--- src/hdl/gdsii_rcb_pkg.sv ---
`timescale 1ns / 1ps
package gdsii_rcb_pkg;

    localparam logic [7:0] RT_HEADER   = 8'h00;
    localparam logic [7:0] RT_BGNLIB   = 8'h01;
    localparam logic [7:0] RT_LIBNAME  = 8'h02;
    localparam logic [7:0] RT_UNITS    = 8'h03;
    localparam logic [7:0] RT_ENDLIB   = 8'h04;
    localparam logic [7:0] RT_BGNSTR   = 8'h05;
    localparam logic [7:0] RT_STRNAME  = 8'h06;
    localparam logic [7:0] RT_ENDSTR   = 8'h07;
    localparam logic [7:0] RT_BOUNDARY = 8'h08;
    localparam logic [7:0] RT_PATH     = 8'h09;
    localparam logic [7:0] RT_SREF     = 8'h0A;
    localparam logic [7:0] RT_AREF     = 8'h0B;
    localparam logic [7:0] RT_LAYER    = 8'h0D;
    localparam logic [7:0] RT_DATATYPE = 8'h0E;
    localparam logic [7:0] RT_WIDTH    = 8'h0F;
    localparam logic [7:0] RT_XY       = 8'h10;
    localparam logic [7:0] RT_ENDEL    = 8'h11;
    localparam logic [7:0] RT_SNAME    = 8'h12;
    localparam logic [7:0] RT_COLROW   = 8'h13;
    localparam logic [7:0] RT_NODE     = 8'h15;
    localparam logic [7:0] RT_STRANS   = 8'h1A;
    localparam logic [7:0] RT_MAG      = 8'h1B;
    localparam logic [7:0] RT_ANGLE    = 8'h1C;
    localparam logic [7:0] RT_PATHTYPE = 8'h21;
    localparam logic [7:0] RT_NODETYPE = 8'h2A;
    localparam logic [7:0] RT_BOX      = 8'h2D;
    localparam logic [7:0] RT_BOXTYPE  = 8'h2E;
    localparam logic [7:0] RT_BGNEXTN  = 8'h30;
    localparam logic [7:0] RT_ENDEXTN  = 8'h31;

    localparam logic [7:0] DT_ANY    = 8'hFF;
    localparam logic [7:0] DT_NODATA = 8'h00;
    localparam logic [7:0] DT_BITS   = 8'h01;
    localparam logic [7:0] DT_S16    = 8'h02;
    localparam logic [7:0] DT_S32    = 8'h03;
    localparam logic [7:0] DT_REAL8  = 8'h05;
    localparam logic [7:0] DT_ASCII  = 8'h06;

    localparam logic [2:0] EL_NONE     = 3'd0;
    localparam logic [2:0] EL_BOUNDARY = 3'd1;
    localparam logic [2:0] EL_PATH     = 3'd2;
    localparam logic [2:0] EL_SREF     = 3'd3;
    localparam logic [2:0] EL_AREF     = 3'd4;
    localparam logic [2:0] EL_NODE     = 3'd5;
    localparam logic [2:0] EL_BOX      = 3'd6;
    localparam logic [2:0] EL_NOREQ    = 3'd7;

    localparam logic [2:0] ST_OK      = 3'd0;
    localparam logic [2:0] ST_DTYPE   = 3'd1;
    localparam logic [2:0] ST_ELEMENT = 3'd2;
    localparam logic [2:0] ST_SREF_XY = 3'd3;
    localparam logic [2:0] ST_LENGTH  = 3'd4;

    localparam logic [15:0] SREF_XY_LEN = 16'd12;
    localparam logic [15:0] HDR_LEN     = 16'd4;

    localparam logic signed [31:0] BOX_MIN_INIT = 32'sh7FFF_FFFF;
    localparam logic signed [31:0] BOX_MAX_INIT = 32'sh8000_0000;

    typedef struct packed {
        logic signed [31:0] xmin;
        logic signed [31:0] xmax;
        logic signed [31:0] ymin;
        logic signed [31:0] ymax;
    } box_t;

    localparam box_t BOX_EMPTY = '{BOX_MIN_INIT, BOX_MAX_INIT, BOX_MIN_INIT, BOX_MAX_INIT};

    function automatic logic [7:0] expected_dtype(input logic [7:0] k);
        logic [7:0] r;
        case (k) inside
            RT_HEADER, RT_BGNLIB, RT_BGNSTR, RT_LAYER, RT_DATATYPE, RT_COLROW,
            RT_PATHTYPE, RT_NODETYPE, RT_BOXTYPE:                    r = DT_S16;
            RT_LIBNAME, RT_STRNAME, RT_SNAME:                         r = DT_ASCII;
            RT_UNITS, RT_MAG, RT_ANGLE:                               r = DT_REAL8;
            RT_ENDLIB, RT_ENDSTR, RT_BOUNDARY, RT_PATH, RT_SREF, RT_AREF,
            RT_ENDEL, RT_NODE, RT_BOX:                                r = DT_NODATA;
            RT_WIDTH, RT_XY, RT_BGNEXTN, RT_ENDEXTN:                  r = DT_S32;
            RT_STRANS:                                                r = DT_BITS;
            default:                                                  r = DT_ANY;
        endcase
        return r;
    endfunction

    function automatic logic [2:0] required_element(input logic [7:0] k);
        logic [2:0] r;
        case (k) inside
            RT_WIDTH, RT_PATHTYPE, RT_BGNEXTN, RT_ENDEXTN: r = EL_PATH;
            RT_COLROW:                                     r = EL_AREF;
            RT_NODETYPE:                                   r = EL_NODE;
            RT_BOXTYPE:                                    r = EL_BOX;
            default:                                       r = EL_NOREQ;
        endcase
        return r;
    endfunction

    function automatic box_t box_fold(input box_t b, input logic signed [31:0] x,
                                      input logic signed [31:0] y);
        box_t r;
        r = b;
        if (x < b.xmin) r.xmin = x;
        if (x > b.xmax) r.xmax = x;
        if (y < b.ymin) r.ymin = y;
        if (y > b.ymax) r.ymax = y;
        return r;
    endfunction

endpackage

--- src/hdl/gdsii_record_checker_bbox_unit.sv ---
`timescale 1ns / 1ps
// latency: a record's result is registered on the transfer of its last byte (the
// fourth header byte on a length error), visible on m_ the next cycle
// throughput: one stream byte per cycle while s_ready is high; the output register
// takes a new result while m_ready is high or the register is empty
// reset (aresetn low, synchronous): parser at record start, boxes empty, not halted
module gdsii_record_checker_bbox_unit (
    input  logic               aclk,
    input  logic               aresetn,
    input  logic               s_valid,
    output logic               s_ready,
    input  logic [7:0]         s_stream_byte,
    output logic               m_valid,
    input  logic               m_ready,
    output logic [7:0]         m_rec_kind,
    output logic [2:0]         m_status,
    output logic [2:0]         m_element,
    output logic [63:0]        m_value_raw,
    output logic signed [31:0] m_poly_xmin,
    output logic signed [31:0] m_poly_xmax,
    output logic signed [31:0] m_poly_ymin,
    output logic signed [31:0] m_poly_ymax,
    output logic signed [31:0] m_cell_xmin,
    output logic signed [31:0] m_cell_xmax,
    output logic signed [31:0] m_cell_ymin,
    output logic signed [31:0] m_cell_ymax
);

    logic [15:0]                byte_pos_reg, byte_pos_next;
    logic [15:0]                rec_len_reg, rec_len_next;
    logic [7:0]                 kind_reg, kind_next;
    logic [7:0]                 dtype_reg, dtype_next;
    logic [2:0]                 elem_reg, elem_next;
    logic [63:0]                head_reg, head_next;
    logic [63:0]                shift_reg, shift_next;
    gdsii_rcb_pkg::box_t        poly_reg, poly_next;
    gdsii_rcb_pkg::box_t        cell_reg, cell_next;
    logic                       halted_reg, halted_next;

    logic                       out_valid_reg;
    logic [7:0]                 out_kind_reg;
    logic [2:0]                 out_status_reg;
    logic [2:0]                 out_elem_reg;
    logic [63:0]                out_head_reg;
    gdsii_rcb_pkg::box_t        out_poly_reg;
    gdsii_rcb_pkg::box_t        out_cell_reg;

    logic                       emit;
    logic [2:0]                 emit_status;
    logic                       take;
    logic [15:0]                d;
    logic [15:0]                pos_inc;
    logic [7:0]                 exp_dt;
    logic [2:0]                 req_el;
    logic [2:0]                 fin_status;
    logic                       fin_now;

    assign s_ready = !out_valid_reg || m_ready;
    assign take    = s_valid && s_ready;
    assign d       = byte_pos_reg - 16'd4;
    assign pos_inc = byte_pos_reg + 16'd1;

    always_comb begin
        byte_pos_next = byte_pos_reg;
        rec_len_next  = rec_len_reg;
        kind_next     = kind_reg;
        dtype_next    = dtype_reg;
        elem_next     = elem_reg;
        head_next     = head_reg;
        shift_next    = shift_reg;
        poly_next     = poly_reg;
        cell_next     = cell_reg;
        halted_next   = halted_reg;
        emit          = 1'b0;
        emit_status   = gdsii_rcb_pkg::ST_OK;
        fin_now       = 1'b0;
        exp_dt        = gdsii_rcb_pkg::expected_dtype(kind_reg);
        req_el        = gdsii_rcb_pkg::required_element(kind_reg);

        // status of finishing record (kind and dtype as they will be)
        if (byte_pos_reg == 16'd3) begin
            exp_dt = gdsii_rcb_pkg::expected_dtype(kind_reg);
        end
        fin_status = gdsii_rcb_pkg::ST_OK;

        if (take && !halted_reg) begin
            case (byte_pos_reg)
                16'd0: begin
                    rec_len_next  = {s_stream_byte, 8'h00};
                    head_next     = '0;
                    shift_next    = '0;
                    byte_pos_next = 16'd1;
                end
                16'd1: begin
                    rec_len_next  = {rec_len_reg[15:8], s_stream_byte};
                    byte_pos_next = 16'd2;
                end
                16'd2: begin
                    kind_next     = s_stream_byte;
                    byte_pos_next = 16'd3;
                end
                16'd3: begin
                    dtype_next = s_stream_byte;
                    if (rec_len_reg < gdsii_rcb_pkg::HDR_LEN || rec_len_reg[0]) begin
                        emit          = 1'b1;
                        emit_status   = gdsii_rcb_pkg::ST_LENGTH;
                        halted_next   = 1'b1;
                        byte_pos_next = '0;
                    end else if (rec_len_reg == gdsii_rcb_pkg::HDR_LEN) begin
                        fin_now       = 1'b1;
                        byte_pos_next = '0;
                    end else begin
                        byte_pos_next = 16'd4;
                    end
                end
                default: begin
                    if (d < 16'd8) begin
                        head_next[63 - 8*d[2:0] -: 8] = s_stream_byte;
                    end
                    shift_next = {shift_reg[55:0], s_stream_byte};
                    if (kind_reg == gdsii_rcb_pkg::RT_XY && dtype_reg == gdsii_rcb_pkg::DT_S32
                        && elem_reg == gdsii_rcb_pkg::EL_BOUNDARY && d[2:0] == 3'd7) begin
                        poly_next = gdsii_rcb_pkg::box_fold(poly_reg, shift_next[63:32],
                                                            shift_next[31:0]);
                        cell_next = gdsii_rcb_pkg::box_fold(cell_reg, shift_next[63:32],
                                                            shift_next[31:0]);
                    end
                    if ({1'b0, pos_inc} >= {1'b0, rec_len_reg} || pos_inc == 16'd0) begin
                        fin_now       = 1'b1;
                        byte_pos_next = '0;
                    end else begin
                        byte_pos_next = pos_inc;
                    end
                end
            endcase

            if (fin_now) begin
                exp_dt = gdsii_rcb_pkg::expected_dtype(kind_reg);
                req_el = gdsii_rcb_pkg::required_element(kind_reg);
                if (exp_dt != gdsii_rcb_pkg::DT_ANY && dtype_next != exp_dt) begin
                    fin_status = gdsii_rcb_pkg::ST_DTYPE;
                end else if (req_el != gdsii_rcb_pkg::EL_NOREQ && elem_reg != req_el) begin
                    fin_status = gdsii_rcb_pkg::ST_ELEMENT;
                end else if (kind_reg == gdsii_rcb_pkg::RT_XY
                             && elem_reg == gdsii_rcb_pkg::EL_SREF
                             && rec_len_reg != gdsii_rcb_pkg::SREF_XY_LEN) begin
                    fin_status = gdsii_rcb_pkg::ST_SREF_XY;
                end
                if (fin_status == gdsii_rcb_pkg::ST_OK) begin
                    case (kind_reg)
                        gdsii_rcb_pkg::RT_BGNSTR:   cell_next = gdsii_rcb_pkg::BOX_EMPTY;
                        gdsii_rcb_pkg::RT_BOUNDARY: begin
                            elem_next = gdsii_rcb_pkg::EL_BOUNDARY;
                            poly_next = gdsii_rcb_pkg::BOX_EMPTY;
                        end
                        gdsii_rcb_pkg::RT_PATH:     elem_next = gdsii_rcb_pkg::EL_PATH;
                        gdsii_rcb_pkg::RT_SREF:     elem_next = gdsii_rcb_pkg::EL_SREF;
                        gdsii_rcb_pkg::RT_AREF:     elem_next = gdsii_rcb_pkg::EL_AREF;
                        gdsii_rcb_pkg::RT_NODE:     elem_next = gdsii_rcb_pkg::EL_NODE;
                        gdsii_rcb_pkg::RT_BOX:      elem_next = gdsii_rcb_pkg::EL_BOX;
                        gdsii_rcb_pkg::RT_ENDEL:    elem_next = gdsii_rcb_pkg::EL_NONE;
                        default: ;
                    endcase
                end
                if (fin_status != gdsii_rcb_pkg::ST_OK
                    || kind_reg == gdsii_rcb_pkg::RT_ENDLIB) begin
                    halted_next = 1'b1;
                end
                emit        = 1'b1;
                emit_status = fin_status;
            end
        end
    end

    always_ff @(posedge aclk) begin
        if (!aresetn) begin
            byte_pos_reg  <= '0;
            rec_len_reg   <= '0;
            kind_reg      <= '0;
            dtype_reg     <= '0;
            elem_reg      <= gdsii_rcb_pkg::EL_NONE;
            head_reg      <= '0;
            shift_reg     <= '0;
            poly_reg      <= gdsii_rcb_pkg::BOX_EMPTY;
            cell_reg      <= gdsii_rcb_pkg::BOX_EMPTY;
            halted_reg    <= 1'b0;
            out_valid_reg <= 1'b0;
        end else begin
            byte_pos_reg <= byte_pos_next;
            rec_len_reg  <= rec_len_next;
            kind_reg     <= kind_next;
            dtype_reg    <= dtype_next;
            elem_reg     <= elem_next;
            head_reg     <= head_next;
            shift_reg    <= shift_next;
            poly_reg     <= poly_next;
            cell_reg     <= cell_next;
            halted_reg   <= halted_next;
            if (emit) begin
                out_valid_reg <= 1'b1;
            end else if (m_ready) begin
                out_valid_reg <= 1'b0;
            end
        end
    end

    // result payload, values as the record is emitted (state after this byte's updates,
    // including the box fold and element change at the record's end)
    always_ff @(posedge aclk) begin
        if (emit) begin
            out_kind_reg   <= kind_next;
            out_status_reg <= emit_status;
            out_elem_reg   <= elem_next;
            out_head_reg   <= head_next;
            out_poly_reg   <= poly_next;
            out_cell_reg   <= cell_next;
        end
    end

    assign m_valid     = out_valid_reg;
    assign m_rec_kind  = out_kind_reg;
    assign m_status    = out_status_reg;
    assign m_element   = out_elem_reg;
    assign m_value_raw = out_head_reg;
    assign m_poly_xmin = out_poly_reg.xmin;
    assign m_poly_xmax = out_poly_reg.xmax;
    assign m_poly_ymin = out_poly_reg.ymin;
    assign m_poly_ymax = out_poly_reg.ymax;
    assign m_cell_xmin = out_cell_reg.xmin;
    assign m_cell_xmax = out_cell_reg.xmax;
    assign m_cell_ymin = out_cell_reg.ymin;
    assign m_cell_ymax = out_cell_reg.ymax;

endmodule

--- config.mk ---
export PLATFORM = sky130hd
export DESIGN_NAME = gdsii_record_checker_bbox_unit
export DESIGN_NICKNAME = d
export VERILOG_FILES = /design/src/hdl/gdsii_rcb_pkg.sv /design/src/hdl/gdsii_record_checker_bbox_unit.sv
export SDC_FILE = /design/constraint.sdc
export NUM_CORES = 2
export LEC_CHECK = 0
export ABC_AREA = 1
export BUFFER_PORTS_ARGS = -buffer_cell sky130_fd_sc_hd__buf_4
export CAP_MARGIN = 20
export CORE_UTILIZATION = 36
export DETAILED_ROUTE_END_ITERATION = 10
export GPL_TIMING_DRIVEN = 0
export PLACE_DENSITY = 0.5
export SLEW_MARGIN = 10
export SYNTH_ARGS = -nofsm -noshare
export SYNTH_HDL_FRONTEND = slang
export SYNTH_SLANG_ARGS = --single-unit
--- constraint.sdc ---
create_clock -name aclk -period 13.9 [get_ports aclk]
set_input_delay 2.085 -clock aclk [delete_from_list [all_inputs] [get_ports aclk]]
set_output_delay 2.085 -clock aclk [all_outputs]
set_load 0.02 [all_outputs]
==> results.py <==
metrics = {
    "routing": {
        "dr_wl_met3_um": 8520,
        "viasPerCell": 4.933,
        "top_layer": "met4",
        "wirelength_um": 135900,
        "dr.pass1.iters": 6,
        "dr_wl_met2_um": 60240,
        "vias": 34830,
        "drt-met1-wl_um": 63500,
        "remaining_drc_errors": 0,
        "wire_per_inst_um": 19.24,
        "drt-initial-drc-count": 2680,
        "ant_nets": 0,
    },
    "synthesis": {
        "synthesis.area_um2": 39730,
        "syn_nets": 5355,
        "ys_ff_latch": 763,
        "syn-instance-count": 5065,
        "synth-compound-area-share": 0.07219,
        "synth_xor_area_frac": 0.001323,
        "synth_top_family_by_area": "simple AND/OR/NAND/NOR gates",
        "synthMuxAreaShare": 0,
        "synth_cell_types": 47,
        "avgSynthCellArea_um2": 7.843,
        "yosys_warnings": 0,
        "synth-adder-area-share": 0.08756,
        "seq_area_frac_synth": 0.4687,
        "synth-simple-area-share": 0.2822,
    },
    "setup_path": {
        "arrival_ns": 6.01,
        "critPathKind": "reg2reg",
        "required_ns": 14.24,
        "endpoint_kind": "register",
        "path_max_fanout": 54,
        "startpoint_type": "register",
    },
    "sta": {
        "tns_ns": 0,
        "fin_crit_ns": 5.670,
        "hold_slack_ns": 0.4645,
        "drv_slew": 0,
        "hold_viol": 0,
        "setup_viol": 0,
        "max_freq_mhz": 176.4,
        "worst_slack_ns": 8.230,
        "worstMarginPinSlew_ns": 1.171,
        "slew_headroom": 0.2194,
        "min_period_over_period": 0.4079,
        "rsz0062_at_grt": "false",
        "clock_skew_ns": 0.03063,
    },
    "floorplanning": {
        "fp.dieArea_um2": 111700,
        "coreArea_um2": 109200,
        "die_h_um": 334.2,
        "rows": 121,
        "dieWidth_um": 334.2,
        "ioPinCount": 348,
        "start_util": 0.3639,
    },
    "cells_and_area": {
        "n_fill_cell": 11190,
        "fin_area_um2": 47350,
        "layout_commonest_cell": "nand2_1",
        "fin_cells": 7062,
        "final_nets": 5799,
        "final_layout_size_suffix_gt1_frac": 0.1205,
        "mostFrequentLayoutCells": "nand2_1 (1786), inv_1 (600), dfxtp_1 (429), a21oi_1 (404), buf_4 (347)",
        "area_delta_synth_final_pct": 19.20,
    },
    "clock_network": {
        "numCtsBuffers": 88,
        "cts_hold_buffers": 0,
        "path_clk_slew_ns": 0.06,
        "clockBufferDepth": 3,
        "clk_latency_ns": 0.69,
        "cts_setup_buffers": 0,
        "clock-root-buffer": "clkbuf_16",
        "h-tree-depth": 3,
        "ctsResizeCount": 0,
        "clkSinkCount": 763,
        "cts_tree": "yes",
    },
    "global_route": {
        "gr-total-overflow": 0,
        "grt_max_degree": 64,
        "grt_pass1_vias": 32880,
        "grt_antenna_before_repair": 8,
        "grt_usage": 0.2401,
        "grt_first_pass_wirelength_um": 202000,
    },
    "power_and_ir_drop": {
        "leakage_nw": 22.91,
        "power_density_nw_per_um2": 147.5,
        "ir_drop_uv": 191.3,
    },
    "status": {
        "status": "finished clean",
    },
    "placed_design": {
        "dp_hpwl_um": 102400,
        "place_area_um2": 44380,
        "place.gp.congestion": 0.9157,
        "placed_cells": 6895,
        "pre_cts_ws_ns": 7.745,
        "io_buffers": 345,
    },
    "worst_hold_path": {
        "hold_class": "reg2reg",
    },
    "run": {
        "drv_cap": 0,
    },
}
[through the flow]
step,utilization,power [mW]
3_3_place_gp,0.4046,4.885
5_1_grt,0.4338,7.290
4_1_cts,0.4338,7.065
6_report,0.4338,6.983
3_5_place_dp,0.4066,4.616
2_1_floorplan,-,4.018
[final cells by class]
cell class / count / area, um^2 / share of cell area
Buffer: 229 / 1016 / 0.02145
Clock inverter: 56 / 659.4 / 0.01392
Multi-Input combinational cell: 3410 / 17620 / 0.3720
Timing Repair Buffer: 354 / 2790 / 0.05892
Antenna cell: 1 / 2.502 / 0.00005284
Sequential cell: 763 / 18620 / 0.3932
Clock buffer: 110 / 2315 / 0.04888
Inverter: 663 / 2489 / 0.05255
Tap cell: 1476 / 1847 / 0.03900
[worst paths after layout]
| path | to | cells after the start | start | slack, ns |
|---|---|---|---|---|
| max | m_poly_xmin[3]$_DFFE_PP_ | 19 | byte_pos_reg[0]$_SDFFE_PN0P_ | 8.23 |
| min | rec_len_reg[6]$_SDFFE_PN0P_ | 2 | rec_len_reg[6]$_SDFFE_PN0P_ | 0.46 |
| max reg2reg | m_poly_xmin[3]$_DFFE_PP_ | 19 | byte_pos_reg[0]$_SDFFE_PN0P_ | 8.23 |
| min reg2reg | rec_len_reg[6]$_SDFFE_PN0P_ | 2 | rec_len_reg[6]$_SDFFE_PN0P_ | 0.46 |
[cells in the mapped netlist, drive strengths merged]
master   number  share of area
a2111oi       1        0.00022
a211oi       12         0.0023
a21boi        2        0.00047
a21o          5        0.00094
a21oi       405          0.051
a221oi        1        0.00022
a31oi         5        0.00079
a32oi         1        0.00022
a41oi         2        0.00044
and3          3        0.00047
buf          76          0.011
clkbuf      153          0.014
clkinv       54         0.0051
dfxtp       429           0.22
edfxtp      334           0.25
ha          278          0.088
inv         609          0.058
nand2      1790           0.17
nand3       399          0.060
nand3b        6         0.0011
nand4       158          0.026
nor2        173          0.017
nor3         28         0.0035
nor3b         4        0.00076
nor4         17         0.0027
nor4b         1        0.00022
o211ai       13         0.0025
o21a          8         0.0015
o21ai        79          0.010
o21bai        4        0.00076
o221ai        1        0.00022
o22ai         1        0.00016
o31a          2        0.00044
or2           5        0.00079
xor2          6         0.0013
[critical path, cell delays in order, from the launching register on]
cell and delay [ns]:
dfxtp_1 0.47, clkbuf_1 0.41, clkinv_1 0.39, clkbuf_1 0.36
ha_1 0.40, ha_1 0.30, a21oi_1 0.07, o21ai_0 0.27
nand2_1 0.08, nand3_1 0.07, nand2_1 0.04, and3_1 0.14
nand3_1 0.14, nand2_1 0.15, nor2_1 0.37, inv_1 0.18
nand2_4 0.48, buf_16 0.31, buf_16 0.28, buf_16 0.28
[power breakdown]
group | total (mW) | switching [mW] | internal, mW
logic | 1.73 | 1.22 | 0.512
clock network | 2.43 | 1.03 | 1.40
registers | 2.83 | 0.129 | 2.70
total | 6.98 | 2.37 | 4.61
[kinds of logic (layout without fill, tap and decap cells)]
logic type               after synthesis  count (layout)
flip-flops                           763             763
other                                  0               1
AO/OA/AOI/OAI                        542             542
buffers and inverters                892            1412
XOR/XNOR                               6               6
AND/OR/NAND/NOR                     2584            2584
adder cells (fa/ha/maj)              278             278
[metal layers]
| metal | vias to the layer above | GRT usage |
|---|---|---|
| li1 | 17440 | - |
| met1 | 16280 | 0.3361 |
| met2 | 954 | 0.3781 |
| met3 | 159 | 0.03902 |
| met4 | 0 | 0.07281 |
| met5 | - | 0 |
(Power assumes the default switching activity.)
